===== src/rtl/assert_macros.svh =====
// Assertion macros shared by the RTL modules.
`ifndef ASSERT_MACROS_SVH
`define ASSERT_MACROS_SVH
`ifndef SYNTHESIS
`define ASSERT_CLK(label, clk, rst_n, prop, msg) \
    label: assert property (@(posedge clk) disable iff (!rst_n) prop) else $error(msg);
`define ASSERT_NEVER(label, clk, rst_n, expr, msg) \
    label: assert property (@(posedge clk) disable iff (!rst_n) !(expr)) else $error(msg);
`else
`define ASSERT_CLK(label, clk, rst_n, prop, msg)
`define ASSERT_NEVER(label, clk, rst_n, expr, msg)
`endif
`endif


===== src/rtl/eapc_pkg.sv =====
// Types, constants and helper functions of the actuator position controller.
package eapc_pkg;

    localparam int S_TDATA_W = 16;
    localparam int M_TDATA_W = 24;

    localparam logic [3:0]  STABLE_TICKS = 4'd10;
    localparam logic [13:0] PHASE_CAP    = 14'd5000;
    localparam logic [4:0]  PAUSE_MAX    = 5'd31;

    localparam logic [1:0] CODE_TOP      = 2'd0;
    localparam logic [1:0] CODE_MID_HIGH = 2'd1;
    localparam logic [1:0] CODE_BOTTOM   = 2'd2;
    localparam logic [1:0] CODE_MID_LOW  = 2'd3;

    localparam logic [1:0] POS_BOTTOM = 2'd0;
    localparam logic [1:0] POS_MID    = 2'd1;
    localparam logic [1:0] POS_TOP    = 2'd2;
    localparam logic [1:0] EDGE_NONE  = 2'd3;
    localparam logic [1:0] TARGET_KEEP = 2'd3;

    localparam logic [2:0] HISTORY_NONE = 3'd7;
    localparam logic [2:0] LAST_NONE    = 3'd7;

    localparam logic [1:0] PAUSE_ON  = 2'd1;
    localparam logic [1:0] PAUSE_OFF = 2'd2;

    localparam logic [2:0] CFG_TICK_MS        = 3'd0;
    localparam logic [2:0] CFG_SENSOR_LOST_MS = 3'd1;
    localparam logic [2:0] CFG_OVERCURRENT_MS = 3'd2;
    localparam logic [2:0] CFG_DEAD_TIME_MS   = 3'd3;
    localparam logic [2:0] CFG_REVERSE_MS     = 3'd4;
    localparam logic [2:0] CFG_PWM_START      = 3'd5;
    localparam logic [2:0] CFG_PWM_FULL       = 3'd6;
    localparam logic [2:0] CFG_PWM_RAMP_STEP  = 3'd7;

    typedef enum logic [1:0] {
        ACT_STOP = 2'd0,
        ACT_UP   = 2'd1,
        ACT_DOWN = 2'd2
    } action_t;

    typedef struct packed {
        logic       restart_homing;
        logic [1:0] pause_event;
        logic [1:0] target_position;
        logic       set_target;
        logic       over_current_active;
        logic [1:0] encoder_code;
    } item_t;

    typedef struct packed {
        logic       overcurrent_fault;
        logic       sensor_fault;
        logic       locked;
        logic       homed;
        logic       at_bottom;
        logic       at_top;
        logic [1:0] position_now;
        logic [9:0] pwm_duty;
        logic       drive_up;
        logic       motor_on;
    } result_t;

    typedef struct packed {
        logic [7:0]  tick_ms;
        logic [15:0] sensor_lost_ms;
        logic [15:0] overcurrent_ms;
        logic [12:0] dead_time_ms;
        logic [12:0] reverse_ms;
        logic [9:0]  pwm_start;
        logic [9:0]  pwm_full;
        logic [9:0]  pwm_ramp_step;
    } cfg_t;

    localparam int ITEM_W   = $bits(item_t);
    localparam int RESULT_W = $bits(result_t);

    function automatic logic [15:0] sat16_add(input logic [15:0] a, input logic [7:0] b);
        logic [16:0] s;
        s = {1'b0, a} + {9'b0, b};
        return s[16] ? 16'hFFFF : s[15:0];
    endfunction

    function automatic logic [1:0] edge_position(input logic [2:0] a, input logic [1:0] b);
        logic [1:0] r;
        r = EDGE_NONE;
        if ((a == {1'b0, CODE_BOTTOM} && b == CODE_MID_LOW) ||
            (a == {1'b0, CODE_MID_LOW} && b == CODE_BOTTOM))
            r = POS_BOTTOM;
        else if ((a == {1'b0, CODE_MID_LOW} && b == CODE_MID_HIGH) ||
                 (a == {1'b0, CODE_MID_HIGH} && b == CODE_MID_LOW))
            r = POS_MID;
        else if ((a == {1'b0, CODE_MID_HIGH} && b == CODE_TOP) ||
                 (a == {1'b0, CODE_TOP} && b == CODE_MID_HIGH))
            r = POS_TOP;
        return r;
    endfunction

endpackage


===== src/rtl/eapc_core.sv =====
// Controller state and single-pass tick update: debounce, faults, position, target, pause, motor phases.
`include "assert_macros.svh"
module eapc_core (
    input  logic             clk,
    input  logic             rst_n,
    input  logic             step,
    input  eapc_pkg::item_t  item,
    input  eapc_pkg::cfg_t   cfg,
    output eapc_pkg::result_t result
);
    import eapc_pkg::*;

    logic [1:0]  debounce_code_reg, debounce_code_next;
    logic [3:0]  debounce_count_reg, debounce_count_next;
    logic [1:0]  filtered_code_reg, filtered_code_next;
    logic [1:0]  monitored_code_reg, monitored_code_next;
    logic [2:0]  edge_history_reg, edge_history_next;
    logic [1:0]  position_reg, position_next;
    logic [1:0]  target_reg, target_next;
    logic [15:0] lost_timer_reg, lost_timer_next;
    logic [15:0] oc_timer_reg, oc_timer_next;
    action_t     action_reg, action_next;
    logic [2:0]  last_action_reg, last_action_next;
    logic [13:0] phase_timer_reg, phase_timer_next;
    logic [9:0]  pwm_reg, pwm_next;
    logic [4:0]  pause_count_reg, pause_count_next;
    logic        run_reg, run_next;
    logic        dir_reg, dir_next;
    logic        top_reg, top_next;
    logic        bot_reg, bot_next;
    logic        homed_reg, homed_next;
    logic        lock_reg, lock_next;
    logic        sens_reg, sens_next;
    logic        ocf_reg, ocf_next;

    logic        homed_req;
    logic [1:0]  pos_req;
    logic [1:0]  pos_new;
    logic [1:0]  code;
    logic [1:0]  edge_pos;
    action_t     act_chk;
    action_t     act_req;
    logic [13:0] tick_ext;
    logic [13:0] phase_base;
    logic [13:0] phase_run;
    logic [10:0] pwm_sum;

    always_comb
    begin
        target_next = item.set_target ? item.target_position : target_reg;
        homed_req   = homed_reg;
        pos_req     = position_reg;
        if (item.restart_homing)
        begin
            homed_req   = 1'b0;
            target_next = POS_BOTTOM;
            pos_req     = POS_TOP;
        end
        pause_count_next = pause_count_reg;
        if (item.pause_event == PAUSE_ON && pause_count_reg < PAUSE_MAX)
            pause_count_next = pause_count_reg + 5'd1;
        else if (item.pause_event == PAUSE_OFF && pause_count_reg != 5'd0)
            pause_count_next = pause_count_reg - 5'd1;

        // debounce
        debounce_code_next  = debounce_code_reg;
        debounce_count_next = debounce_count_reg;
        filtered_code_next  = filtered_code_reg;
        if (debounce_code_reg != item.encoder_code)
        begin
            debounce_count_next = 4'd0;
            debounce_code_next  = item.encoder_code;
        end
        else if (debounce_count_reg < STABLE_TICKS)
            debounce_count_next = debounce_count_reg + 4'd1;
        else
            filtered_code_next = debounce_code_reg;
        code = filtered_code_next;

        // sensor loss
        lost_timer_next = 16'd0;
        sens_next       = sens_reg;
        if (monitored_code_reg == code && run_reg)
        begin
            if (lost_timer_reg <= cfg.sensor_lost_ms)
                lost_timer_next = sat16_add(lost_timer_reg, cfg.tick_ms);
            else
            begin
                lost_timer_next = lost_timer_reg;
                sens_next       = 1'b1;
            end
        end

        // position decode
        pos_new  = pos_req;
        edge_pos = edge_position(edge_history_reg, code);
        top_next = 1'b0;
        bot_next = 1'b0;
        if (code == CODE_BOTTOM)
        begin
            pos_new  = POS_BOTTOM;
            bot_next = 1'b1;
        end
        else if (code == CODE_TOP)
        begin
            pos_new  = POS_TOP;
            top_next = 1'b1;
        end
        else if (edge_history_reg != {1'b0, code} && edge_pos != EDGE_NONE)
            pos_new = edge_pos;
        edge_history_next   = {1'b0, code};
        position_next       = pos_new;
        homed_next          = homed_req | (pos_new == POS_BOTTOM);
        monitored_code_next = code;

        act_chk = action_reg;
        if (((action_reg == ACT_UP && top_next) || (action_reg == ACT_DOWN && bot_next)) &&
            !lock_reg)
            act_chk = ACT_STOP;

        // over-current
        oc_timer_next = 16'd0;
        ocf_next      = ocf_reg;
        if (item.over_current_active)
        begin
            if (oc_timer_reg <= cfg.overcurrent_ms)
                oc_timer_next = sat16_add(oc_timer_reg, cfg.tick_ms);
            else
            begin
                oc_timer_next = oc_timer_reg;
                ocf_next      = 1'b1;
            end
        end

        // target selection
        priority if (!homed_next)
            act_req = ACT_DOWN;
        else if (target_next == TARGET_KEEP)
            act_req = ACT_STOP;
        else if (target_next == POS_BOTTOM)
            act_req = bot_next ? ACT_STOP : ACT_DOWN;
        else if (target_next == POS_TOP)
            act_req = top_next ? ACT_STOP : ACT_UP;
        else if (target_next == pos_new)
            act_req = ACT_STOP;
        else if (target_next > pos_new)
            act_req = ACT_UP;
        else
            act_req = ACT_DOWN;

        action_next = act_chk;
        if (!((act_req == ACT_UP && top_next) || (act_req == ACT_DOWN && bot_next) ||
              lock_reg))
            action_next = act_req;

        // motor phases
        tick_ext         = {6'd0, cfg.tick_ms};
        run_next         = run_reg;
        dir_next         = dir_reg;
        pwm_next         = pwm_reg;
        lock_next        = lock_reg;
        last_action_next = last_action_reg;
        phase_base       = phase_timer_reg;
        if (last_action_reg != {1'b0, action_next})
        begin
            run_next = 1'b0;
            if (last_action_reg != {1'b0, ACT_STOP})
                phase_base = 14'd0;
            last_action_next = {1'b0, action_next};
        end
        phase_run        = (phase_base < PHASE_CAP) ? phase_base + tick_ext : phase_base;
        pwm_sum          = {1'b0, pwm_reg} + {1'b0, cfg.pwm_ramp_step};
        phase_timer_next = phase_base;
        if (pause_count_next != 5'd0)
        begin
            run_next = 1'b0;
            pwm_next = cfg.pwm_start;
        end
        else if (sens_next || ocf_next)
        begin
            lock_next        = 1'b1;
            run_next         = 1'b0;
            phase_timer_next = 14'd0;
        end
        else if (action_next != ACT_STOP)
        begin
            phase_timer_next = phase_run;
            if (phase_run <= {1'b0, cfg.dead_time_ms})
            begin
                run_next = 1'b0;
                pwm_next = 10'd0;
            end
            else if (phase_run <= {1'b0, cfg.reverse_ms})
            begin
                dir_next = (action_next == ACT_UP);
                pwm_next = cfg.pwm_start;
            end
            else
            begin
                run_next = 1'b1;
                if (pwm_reg < cfg.pwm_full)
                    pwm_next = pwm_sum[10] ? 10'h3FF : pwm_sum[9:0];
                else
                    pwm_next = cfg.pwm_full;
            end
        end
        else
        begin
            run_next = 1'b0;
            if (phase_base < {1'b0, cfg.dead_time_ms})
                phase_timer_next = phase_base + tick_ext;
        end
    end

    always_comb
    begin
        result.motor_on          = run_next;
        result.drive_up          = dir_next;
        result.pwm_duty          = pwm_next;
        result.position_now      = position_next;
        result.at_top            = top_next;
        result.at_bottom         = bot_next;
        result.homed             = homed_next;
        result.locked            = lock_next;
        result.sensor_fault      = sens_next;
        result.overcurrent_fault = ocf_next;
    end

    always_ff @(posedge clk or negedge rst_n)
    begin
        if (!rst_n)
        begin
            debounce_code_reg  <= 2'd0;
            debounce_count_reg <= 4'd0;
            filtered_code_reg  <= CODE_TOP;
            monitored_code_reg <= 2'd0;
            edge_history_reg   <= HISTORY_NONE;
            position_reg       <= POS_TOP;
            target_reg         <= POS_BOTTOM;
            lost_timer_reg     <= 16'd0;
            oc_timer_reg       <= 16'd0;
            action_reg         <= ACT_STOP;
            last_action_reg    <= LAST_NONE;
            phase_timer_reg    <= 14'd0;
            pwm_reg            <= 10'd0;
            pause_count_reg    <= 5'd0;
            run_reg            <= 1'b0;
            dir_reg            <= 1'b0;
            top_reg            <= 1'b0;
            bot_reg            <= 1'b0;
            homed_reg          <= 1'b0;
            lock_reg           <= 1'b0;
            sens_reg           <= 1'b0;
            ocf_reg            <= 1'b0;
        end
        else if (step)
        begin
            debounce_code_reg  <= debounce_code_next;
            debounce_count_reg <= debounce_count_next;
            filtered_code_reg  <= filtered_code_next;
            monitored_code_reg <= monitored_code_next;
            edge_history_reg   <= edge_history_next;
            position_reg       <= position_next;
            target_reg         <= target_next;
            lost_timer_reg     <= lost_timer_next;
            oc_timer_reg       <= oc_timer_next;
            action_reg         <= action_next;
            last_action_reg    <= last_action_next;
            phase_timer_reg    <= phase_timer_next;
            pwm_reg            <= pwm_next;
            pause_count_reg    <= pause_count_next;
            run_reg            <= run_next;
            dir_reg            <= dir_next;
            top_reg            <= top_next;
            bot_reg            <= bot_next;
            homed_reg          <= homed_next;
            lock_reg           <= lock_next;
            sens_reg           <= sens_next;
            ocf_reg            <= ocf_next;
        end
    end

    `ASSERT_CLK(a_lock_stops_motor, clk, rst_n, lock_reg |-> !run_reg, "motor runs while locked")
    `ASSERT_CLK(a_lock_has_fault, clk, rst_n, lock_reg |-> (sens_reg || ocf_reg), "lock without fault")
    `ASSERT_NEVER(a_both_ends, clk, rst_n, top_reg && bot_reg, "top and bottom both set")
    `ASSERT_CLK(a_run_has_action, clk, rst_n, run_reg |-> (action_reg != ACT_STOP), "run while stopped")
    `ASSERT_CLK(a_homed_drop, clk, rst_n, $fell(homed_reg) |-> $past(step && item.restart_homing), "homed lost without rehome")

endmodule


===== src/rtl/encoded_actuator_position_controller.sv =====
// Top level: stream ports, configuration registers, input and result registers.
// One item is one timer tick and yields exactly one result item. The block takes one item per
// clock while the result register can drain: an accepted item sits in the input register, and the
// whole tick update runs in one pass from there into the result register. The input register
// can still take an item while a result waits on m_tready, and the input side stalls only once
// both registers are full. Configuration writes take effect at once.
`include "assert_macros.svh"
module encoded_actuator_position_controller (
    input  logic                            clk,
    input  logic                            rst_n,
    // encoder_code[1:0], over_current_active[2], set_target[3], target_position[5:4],
    // pause_event[7:6], restart_homing[8], zero [15:9]
    input  logic [eapc_pkg::S_TDATA_W-1:0]  s_tdata,
    input  logic                            s_tvalid,
    output logic                            s_tready,
    // motor_on[0], drive_up[1], pwm_duty[11:2], position_now[13:12], at_top[14],
    // at_bottom[15], homed[16], locked[17], sensor_fault[18], overcurrent_fault[19], zero [23:20]
    output logic [eapc_pkg::M_TDATA_W-1:0]  m_tdata,
    output logic                            m_tvalid,
    input  logic                            m_tready,
    input  logic                            cfg_wr_en,
    input  logic [2:0]                      cfg_index,
    input  logic [15:0]                     cfg_wdata
);
    import eapc_pkg::*;

    cfg_t    cfg_reg;
    item_t   in_item_reg;
    logic    in_valid_reg, in_valid_next;
    result_t out_result_reg;
    logic    out_valid_reg, out_valid_next;
    result_t core_result;
    logic    advance;
    logic    in_fire;

    assign advance  = in_valid_reg && (!out_valid_reg || m_tready);
    assign s_tready = !in_valid_reg || advance;
    assign in_fire  = s_tvalid && s_tready;

    assign in_valid_next  = in_fire ? 1'b1 : (advance ? 1'b0 : in_valid_reg);
    assign out_valid_next = advance ? 1'b1 : (m_tready ? 1'b0 : out_valid_reg);

    assign m_tvalid = out_valid_reg;
    assign m_tdata  = {{(M_TDATA_W - RESULT_W){1'b0}}, out_result_reg};

    eapc_core u_core (
        .clk    (clk),
        .rst_n  (rst_n),
        .step   (advance),
        .item   (in_item_reg),
        .cfg    (cfg_reg),
        .result (core_result)
    );

    always_ff @(posedge clk or negedge rst_n)
    begin
        if (!rst_n)
        begin
            in_valid_reg  <= 1'b0;
            out_valid_reg <= 1'b0;
        end
        else
        begin
            in_valid_reg  <= in_valid_next;
            out_valid_reg <= out_valid_next;
        end
    end

    always_ff @(posedge clk)
    begin
        if (in_fire)
            in_item_reg <= item_t'(s_tdata[ITEM_W-1:0]);
        if (advance)
            out_result_reg <= core_result;
    end

    always_ff @(posedge clk or negedge rst_n)
    begin
        if (!rst_n)
        begin
            cfg_reg.tick_ms        <= 8'd10;
            cfg_reg.sensor_lost_ms <= 16'd3000;
            cfg_reg.overcurrent_ms <= 16'd500;
            cfg_reg.dead_time_ms   <= 13'd100;
            cfg_reg.reverse_ms     <= 13'd200;
            cfg_reg.pwm_start      <= 10'd300;
            cfg_reg.pwm_full       <= 10'd1023;
            cfg_reg.pwm_ramp_step  <= 10'd8;
        end
        else if (cfg_wr_en)
        begin
            unique case (cfg_index)
                CFG_TICK_MS:        cfg_reg.tick_ms        <= cfg_wdata[7:0];
                CFG_SENSOR_LOST_MS: cfg_reg.sensor_lost_ms <= cfg_wdata;
                CFG_OVERCURRENT_MS: cfg_reg.overcurrent_ms <= cfg_wdata;
                CFG_DEAD_TIME_MS:   cfg_reg.dead_time_ms   <= cfg_wdata[12:0];
                CFG_REVERSE_MS:     cfg_reg.reverse_ms     <= cfg_wdata[12:0];
                CFG_PWM_START:      cfg_reg.pwm_start      <= cfg_wdata[9:0];
                CFG_PWM_FULL:       cfg_reg.pwm_full       <= cfg_wdata[9:0];
                CFG_PWM_RAMP_STEP:  cfg_reg.pwm_ramp_step  <= cfg_wdata[9:0];
                default:            cfg_reg.tick_ms        <= cfg_reg.tick_ms;
            endcase
        end
    end

    `ASSERT_CLK(a_advance_fills_out, clk, rst_n, advance |=> out_valid_reg, "result slot not filled")
    `ASSERT_CLK(a_full_stalls_in, clk, rst_n, (in_valid_reg && out_valid_reg && !m_tready) |-> !s_tready, "input taken while both registers full")
    `ASSERT_CLK(a_out_holds, clk, rst_n, (out_valid_reg && !m_tready) |=> $stable(out_result_reg), "held result changed")

endmodule

===== config.mk =====
export PLATFORM = sky130hd
export DESIGN_NAME = encoded_actuator_position_controller
export DESIGN_NICKNAME = d
export VERILOG_FILES = /design/src/rtl/eapc_pkg.sv /design/src/rtl/eapc_core.sv /design/src/rtl/encoded_actuator_position_controller.sv
export VERILOG_INCLUDE_DIRS = /design/src /design/src/rtl
export SDC_FILE = /design/constraint.sdc
export NUM_CORES = 1
export LEC_CHECK = 0
export BUFFER_PORTS_ARGS = -buffer_cell sky130_fd_sc_hd__buf_2
export CORE_UTILIZATION = 65
export CTS_CLUSTER_SIZE = 20
export DETAILED_ROUTE_END_ITERATION = 16
export PLACE_DENSITY_LB_ADDON = 0.05
export SLEW_MARGIN = 20
export SYNTH_ARGS = -nofsm -noshare
export SYNTH_HDL_FRONTEND = slang
export SYNTH_SLANG_ARGS = --single-unit
export TNS_END_PERCENT = 30

===== constraint.sdc =====
create_clock -name clk -period 19.5 [get_ports clk]
set_input_delay 1.95 -clock clk [delete_from_list [all_inputs] [get_ports clk]]
set_output_delay 1.95 -clock clk [all_outputs]
set_load 0.02 [all_outputs]

# [Word level (Yosys, flattened, before mapping)]
# Index checks and enable logic that the tools add are counted.
[word_totals] out_inout_bits=26 reg_bits=214
[classes] n_addsub=7 bitwise=1 mux=70 eq_ne=30 order_cmp=10 reduce_logical=54
[ops] operator="2-to-1 mux 14 bit" n=7
[ops] operator="2-to-1 mux 16 bit" n=6
[ops] operator="2-to-1 mux 10 bit" n=7
[ops] operator="2-to-1 mux 2 bit" n=19
[ops] operator="adder 16 x 8 -> 17 bit" n=2
[ops] operator="<= comparator 16 bit" n=2
[ops] operator="<= comparator 14 x 13 -> 1 bit" n=2
[ops] operator="2-to-1 mux 1 bit" n=27
[ops] operator="AND reduction 2 bit" n=13
[ops] operator="logical AND 1 bit" n=17
[ops] operator="adder 14 x 8 -> 14 bit" n=1
[ops] operator="equality test 2 bit, second input constant" n=7
[ops] operator="< comparator 14 x 13 -> 1 bit" n=1
[ops] operator="< comparator 14 x 13 -> 1 bit, second input constant" n=1
[ops] operator="equality test 3 x 2 -> 1 bit, second input constant" n=4
[ops] operator="equality test 3 bit, second input constant" n=4
[ops] operator="adder 10 x 10 -> 11 bit" n=1
[ops] operator="equality test 2 x 1 -> 1 bit, second input constant" n=5
[ops] operator="< comparator 10 bit" n=1
[ops] operator="2-to-1 mux 5 bit" n=2
[ops] operator="nonzero test 5 bit" n=2
[ops] operator="logical OR 1 bit" n=9
[ops] operator="2-to-1 mux 4 bit" n=2
[ops] operator="nonzero test 2 bit" n=4
[ops] operator="17 further kinds" n=26

# [Longest topological paths before layout]
# Gate-level depths: netlist (run 1).
[logic_depth] depth_word=36 ltp_mapped=43

# [Cells and area by module]
# From an unflattened synthesis (run 1), not the netlist that was laid out.
[hier_totals] hier_cells=1373 area_unflattened_um2=13995.9
[by_module_without_submodules] module="eapc_core" seq_area_each_um2=2185.8 cells_each=1120 n_inst=1 area_per_inst_um2=9208.8
[by_module_without_submodules] module="encoded_actuator_position_controller" seq_area_each_um2=3368.2 cells_each=253 n_inst=1 area_per_inst_um2=4787.1

# [Least setup slack after synthesis (run 1)]
# Ideal clock, no wire load.
[synth_timing] path_type="flip-flop to flip-flop" start="reg u_core.debounce_code_reg[0]" end="reg u_core.pwm_reg[0]" arrival_time_ps=8058 stages_incl_launch_ff=42 period_less_slack_ps=8183 slack_ps=11317 path_cell_list="dfrtp_1 -> xnor2_2 -> nand4_1 -> o31a_1 -> o21a_1 -> or2_2 -> inv_1 -> ha_1 -> o21ai_0 -> or3b_1 -> o311ai_1 -> a21oi_1 -> a211oi_4 -> mux2_4 -> a2111oi_4 -> buf_6 -> clkbuf_1 -> nand2_1 -> [... 6 more ...] -> o21ai_0 -> and2_1 -> nor2_1 -> mux2_2 -> ha_1 -> a21o_1 -> a21o_1 -> a21oi_1 -> o21ai_0 -> a21o_1 -> a21o_1 -> a21oi_1 -> nor2_1 -> a22oi_1 -> or2_0 -> buf_2 -> o221ai_2 -> mux2_4"
[synth_rtl] element="start: declaration" line="eapc_core.sv:13" source="logic [1:0] debounce_code_reg, debounce_code_next;"
[synth_rtl] element="start signal: assignment" line="eapc_core.sv:258" source="debounce_code_reg <= debounce_code_next;"
[synth_rtl] element="end signal: assignment" line="eapc_core.sv:270" source="pwm_reg <= pwm_next;"
[synth_rtl] element="end: declaration" line="eapc_core.sv:25" source="logic [9:0] pwm_reg, pwm_next;"

==> results of run 1 <==
==> logic make-up (layout without fill, tap and decap cells) <==
family	Yosys count	in the layout	share of synthesized area, %
buffers and inverters	173	234	5.076
XOR/XNOR	36	36	2.481
multiplexers	77	77	6.749
adder cells (fa/ha/maj)	123	123	11.79
other	1	4	0.02817
AND/OR/NAND/NOR	360	360	12.92
flip-flops	214	214	41.72
AO/OA/AOI/OAI	382	382	19.23
==> where the power goes <==
group	switching, mW	internal (mW)	total, mW	leakage, nW
sequential	0.0833	0.567	0.650	2.53
combinational	0.422	0.317	0.739	4.00
clock	0.180	0.251	0.431	0.366
==> layer usage <==
layer	global-route usage (%)	share of wire, %	vias to the layer above
li1	-	-	4979
met1	38.83	43	4945
met2	51.08	48	269
met3	4.119	4.8	85
met4	13.21	4.2	0
met5	0	0	-
==> layout by cell type (no fill, tap or decap), drive strengths merged, types with 22 or more instances in the layout <==
master,instances
a21oi,87
xnor2,22
dfstp,43
dfrtp,142
edfxtp,29
mux2,72
nor2,83
a21o,44
o21ai,114
ha,119
nand2,138
buf,63
clkbuf,41
inv,127
==> path summary, 6_finish.rpt <==
kind | startpoint | slack (ns) | endpoint | cells after the start
setup reg to reg | u_core.debounce_code_reg[0] | 9.77 | u_core.pwm_reg[2] | 39
setup / recovery | u_core.debounce_code_reg[0] | 9.77 | u_core.pwm_reg[2] | 39
hold / removal | u_core.position_reg[0] | 0.48 | u_core.position_reg[0] | 2
max in group asynchronous | rst_n | 16.46 | cfg_reg[87] | 2
hold reg to reg | u_core.position_reg[0] | 0.48 | u_core.position_reg[0] | 2
min in group asynchronous | rst_n | 1.50 | u_core.pwm_reg[6] | 1
==> layout make-up <==
| type | instances | area share [%] |
|---|---|---|
| multi-input combinational | 982 | 48.78 |
| sequential | 214 | 38.11 |
| clock buffer | 40 | 4.945 |
| inverter | 127 | 3.271 |
| timing repair buffer | 64 | 2.430 |
| tap | 265 | 2.275 |
| clock inverter | 3 | 0.1889 |
==> worst max-delay path, delay by kind of cell, from the launching register on <==
family,cells,cell delay [ns]
muxes,3,0.92
adders and majority gates,3,0.75
xor gates and xnor gates,1,0.29
and+or+nand+nor,8,2.48
AOI/OAI and AO/OA,21,4.13
buffers and inverters,3,0.56
DFF,1,0.46
==> through the flow <==
step	hold WS, ns	utilization, %	setup WS, ns	power [mW]
finish	0.4770	73.67	9.770	1.819
global route	0.5211	73.67	9.189	1.941
CTS	0.4773	73.67	9.926	1.823
detailed placement	0.4637	69.89	9.932	1.380
global placement	0.4575	69.89	10.20	1.347
floorplan	0.4422	-	11.32	1.196
==> flow_summary.yaml, run 1 <==
outcome:
  status: "finished clean"
placed_design:
  dp.cells: 1652
  dpl_cell_area_um2: 13820
  dp_hpwl_mm: 21.95
  gp_congestion: 0.8852
  io_buffers: 54
yosys:
  synth_top_area_share_pct: 26.69
  ys.flop_type: "dfrtp_1"
  ys_seq_area_share_pct: 41.72
  synth_async_sr_flop_share_pct: 86.45
  synthTopCellsByArea: "dfrtp_1, ha_1, dfstp_2"
  syn_inst: 1366
  synth_top_cell_by_area: "dfrtp_1"
  ys_warn_count: 0
  netlist_area_um2: 13310
  synth.most_common_cell: "dfrtp_1"
  synth-seq-cells: 214
  synth_edf_count: 29
  yosys-top-cells-count: "dfrtp_1, nand2_1, inv_1"
  synth_area_per_cell_um2: 9.745
  synth_cell_types: 91
timing:
  setup-violations-final: 0
  rsz0062_at_grt: "no"
  clock_skew_ns: 0.01278
  maxSlewViolCount: 0
  period_minus_slack_ns: 9.730
  relSlewSlack_pct: 27.02
  hold_viol_final: 0
  max_slew.worst_pin.slew_ns: 1.095
  fmax_ghz: 0.1028
  fin_tns_setup_ns: 0
  fin_crit_sh_pct: 49.90
drt:
  via_per_inst: 6.064
  wl_per_cell_um: 18.31
  drt-pass1-iter-count: 5
  drtIter0Drc: 660
  ant_nets: 0
  drc_errors: 0
  wl_mm: 31.04
  num_vias: 10280
finish:
  drive_above_1_share_pct: 17.55
  antenna_cells: 0
  multi_input_area_um2: 7108
  fillers: 1483
  nets: 1576
  register_area_um2: 5554
  fin_area_um2: 14570
  stdcell_count: 1695
  largest_reg_flops: 96
  area_growth_pct: 9.474
floorplan:
  die_h_um: 145.1
  die-area_um2: 21060
  pin_count: 66
  rows: 51
  dieWidth_um: 145.1
  core_um2: 19780
  initial_utilization_pct: 67.29
pwr:
  peakVddDrop_mv: 0.08868
  pwr_density_cell_nw_per_um2: 124.8
  p_leak_nw: 6.891
clocking:
  cts_hold_buf: 0
  cts.path.max_buffers: 3
  cts-buffers-inserted: 24
  htreeDepth: 1
  clock-root-buffer: "clkbuf_16"
  cts_setup_buffers: 0
  clock-sinks: 214
  tritoncts: "built"
  cts_resized: 0
  clkTransAtPathRegs_ns: 0.06
  insertion_delay_ns: 0.53
critical_path:
  crit_arrival_ns: 10.13
  cp_data_required_time_ns: 19.90
  cp_slowest_cell: "or2_0"
  critPathKind: "reg2reg"
  slowest_delay_ns: 0.86
  setup.worst_path.start_class: "register"
  endpoint_kind: "register"
  cp_max_fo: 21
global_route:
  grt_use_total_pct: 30.22
  grt_first_pass_wirelength_mm: 51.51
  grt_max_degree: 118
  overflow: 0
  antenna_found_initial: 0
  grt_pass1_vias: 10400
job:
  drv_cap: 0
hold_path:
  holdCritPathClass: "reg2reg"
Note: power is estimated with default switching activity, not from simulation.
==> run 2, diff against run 1 <==
--- a/config.mk
+++ b/config.mk
@@ -7,7 +7,7 @@
 export NUM_CORES = 1
 export LEC_CHECK = 0
 export BUFFER_PORTS_ARGS = -buffer_cell sky130_fd_sc_hd__buf_2
-export CORE_UTILIZATION = 65
+export CORE_UTILIZATION = 56
 export CTS_CLUSTER_SIZE = 20
 export DETAILED_ROUTE_END_ITERATION = 16
 export PLACE_DENSITY_LB_ADDON = 0.05
==> constraint.sdc (replaced) <==
create_clock -name clk -period 8.6 [get_ports clk]
set_input_delay 0.86 -clock clk [delete_from_list [all_inputs] [get_ports clk]]
set_output_delay 0.86 -clock clk [all_outputs]
set_load 0.02 [all_outputs]
==> run 2 against run 1 <==
Against the previous run: first-iteration DRC count is 11% lower; clock skew is 0.0063 ns higher; sequential power is 130% higher; clock power grew to 2.6 times the previous value; sequential cell count stayed put; fmax is 20% higher; cell count is 4.1% higher; register-to-register slack worse by 9.3 ns; sequential share of layout area is 0.91 points lower; die area is 16% higher; non-clock buffer count is 15 higher; combinational power is 130% higher.
==> flow_summary.yaml, run 2 (synthesis gave the netlist of run 1 again) <==
timing:
  setup-violations-final: 0
  period_minus_slack_ns: 8.109
  clock_skew_ns: 0.01906
  fin_crit_sh_pct: 94.29
  hold_viol_final: 0
  fmax_ghz: 0.1233
  finalWorstSetupSlack_ns: 0.4914
  maxSlewViolCount: 0
  max_slew.worst_pin.slew_ns: 1.006
  relSlewSlack_pct: 32.93
  fin_tns_setup_ns: 0
critical_path:
  cp_slowest_cell: "edfxtp_1"
  cp_max_fo: 10
  crit_buf_inv: 3
  critPathKind: "reg2reg"
  endpoint_kind: "register"
  cp_data_required_time_ns: 9.04
  crit_family: "compound AO/OA/AOI/OAI gates"
  crit_arrival_ns: 8.55
  setup.worst_path.start_class: "register"
  slowest_delay_ns: 0.43
pwr:
  p_leak_nw: 7.040
  peakVddDrop_mv: 0.1674
  pwr_density_cell_nw_per_um2: 286.1
drt:
  drt-pass1-iter-count: 6
  wl_per_cell_um: 17.53
  num_vias: 10160
  drc_errors: 0
  ant_nets: 0
  wl_mm: 30.95
  via_per_inst: 5.754
  drtIter0Drc: 586
clocking:
  clock-root-buffer: "clkbuf_16"
  insertion_delay_ns: 0.53
  cts_hold_buf: 0
  cts.path.max_buffers: 3
  htreeDepth: 1
  tritoncts: "built"
  cts-buffers-inserted: 24
  clkTransAtPathRegs_ns: 0.06
  clock-sinks: 214
finish:
  layout_common_cells: "dfrtp_1, nand2_1, inv_1"
  fillers: 2034
  nets: 1591
  stdcell_count: 1765
  drive_above_1_share_pct: 19.85
  multi_input_area_um2: 7161
  area_growth_pct: 12.19
  register_area_um2: 5555
  fin_area_um2: 14930
  antenna_cells: 0
  largest_reg_flops: 96
  final_common_cell: "dfrtp_1"
job:
  drv_cap: 0
floorplan:
  dieWidth_um: 156.2
  initial_utilization_pct: 56.88
  die-area_um2: 24390
  rows: 56
  die_h_um: 156.2
  core_um2: 23400
  pin_count: 66
placed_design:
  dp.cells: 1717
  dp_hpwl_mm: 22.21
  dpl_cell_area_um2: 13970
  pre_cts_slack_ns: -0.07202
  gp_congestion: 0.8705
  io_buffers: 54
global_route:
  grt_pass1_vias: 9946
  grt_use_total_pct: 26.46
  grt_first_pass_wirelength_mm: 51.05
  antenna_found_initial: 0
  grt_max_degree: 122
  overflow: 0
hold_path:
  holdCritPathClass: "in2async"
outcome:
  status: "finished clean"
-- run 2: layout make-up --
class                      count  share of cell area (%)
clock buffer                  40                   5.312
clock inverter                 4                  0.4692
inverter                     127                   3.192
multi-input combinational    982                   47.95
sequential                   214                   37.20
tap                          319                   2.673
timing repair buffer          79                   3.209
-- run 2: metal layers --
metal	GRT usage [%]	vias to the layer above	routed length [um]	share of wire, %
li1	-	5019	-	-
met1	36.37	4913	14410	47
met2	44.49	179	14720	48
met3	3.028	45	1090	3.5
met4	6.676	0	727	2.3
met5	0	-	0	0
-- run 2: what timing repair did --
action / in CTS / in global routing
endpoints found under the setup margin: 12 / 24
gates resized for setup: 0 / 17
buffers inserted: 2 / 2
pin swaps: 1 / 4
endpoints found under the hold margin: 0 / 0
-- run 2: power breakdown --
group	switching, mW	leakage (nW)	internal, mW
clock	0.414	0.427	0.685
combinational	0.956	4.09	0.748
sequential	0.184	2.53	1.28
-- run 2: per-stage QoR --
| stage | util (%) | power, mW | hold slack (ns) |
|---|---|---|---|
| 2_1_floorplan | - | 2.711 | 0.4422 |
| 3_3_place_gp | 59.71 | 3.091 | 0.4582 |
| 3_5_place_dp | 59.71 | 3.143 | 0.4647 |
| 4_1_cts | 63.47 | 4.261 | 0.4781 |
| 5_1_grt | 63.82 | 4.586 | 0.4980 |
| 6_report | 63.82 | 4.272 | 0.4320 |
-- run 2: worst paths after layout --
check,start,to,slack [ns],depth (start not counted)
worst max-delay path,in_item_reg[0],u_core.pwm_reg[1],0.49,37
worst min-delay path,rst_n,u_core.pwm_reg[5],0.43,1
worst max register to register,in_item_reg[0],u_core.pwm_reg[1],0.49,37
worst min register to register,u_core.position_reg[0],u_core.position_reg[0],0.47,2
max in group asynchronous,rst_n,u_core.debounce_code_reg[0],6.65,2
min in group clk,u_core.position_reg[0],u_core.position_reg[0],0.47,2
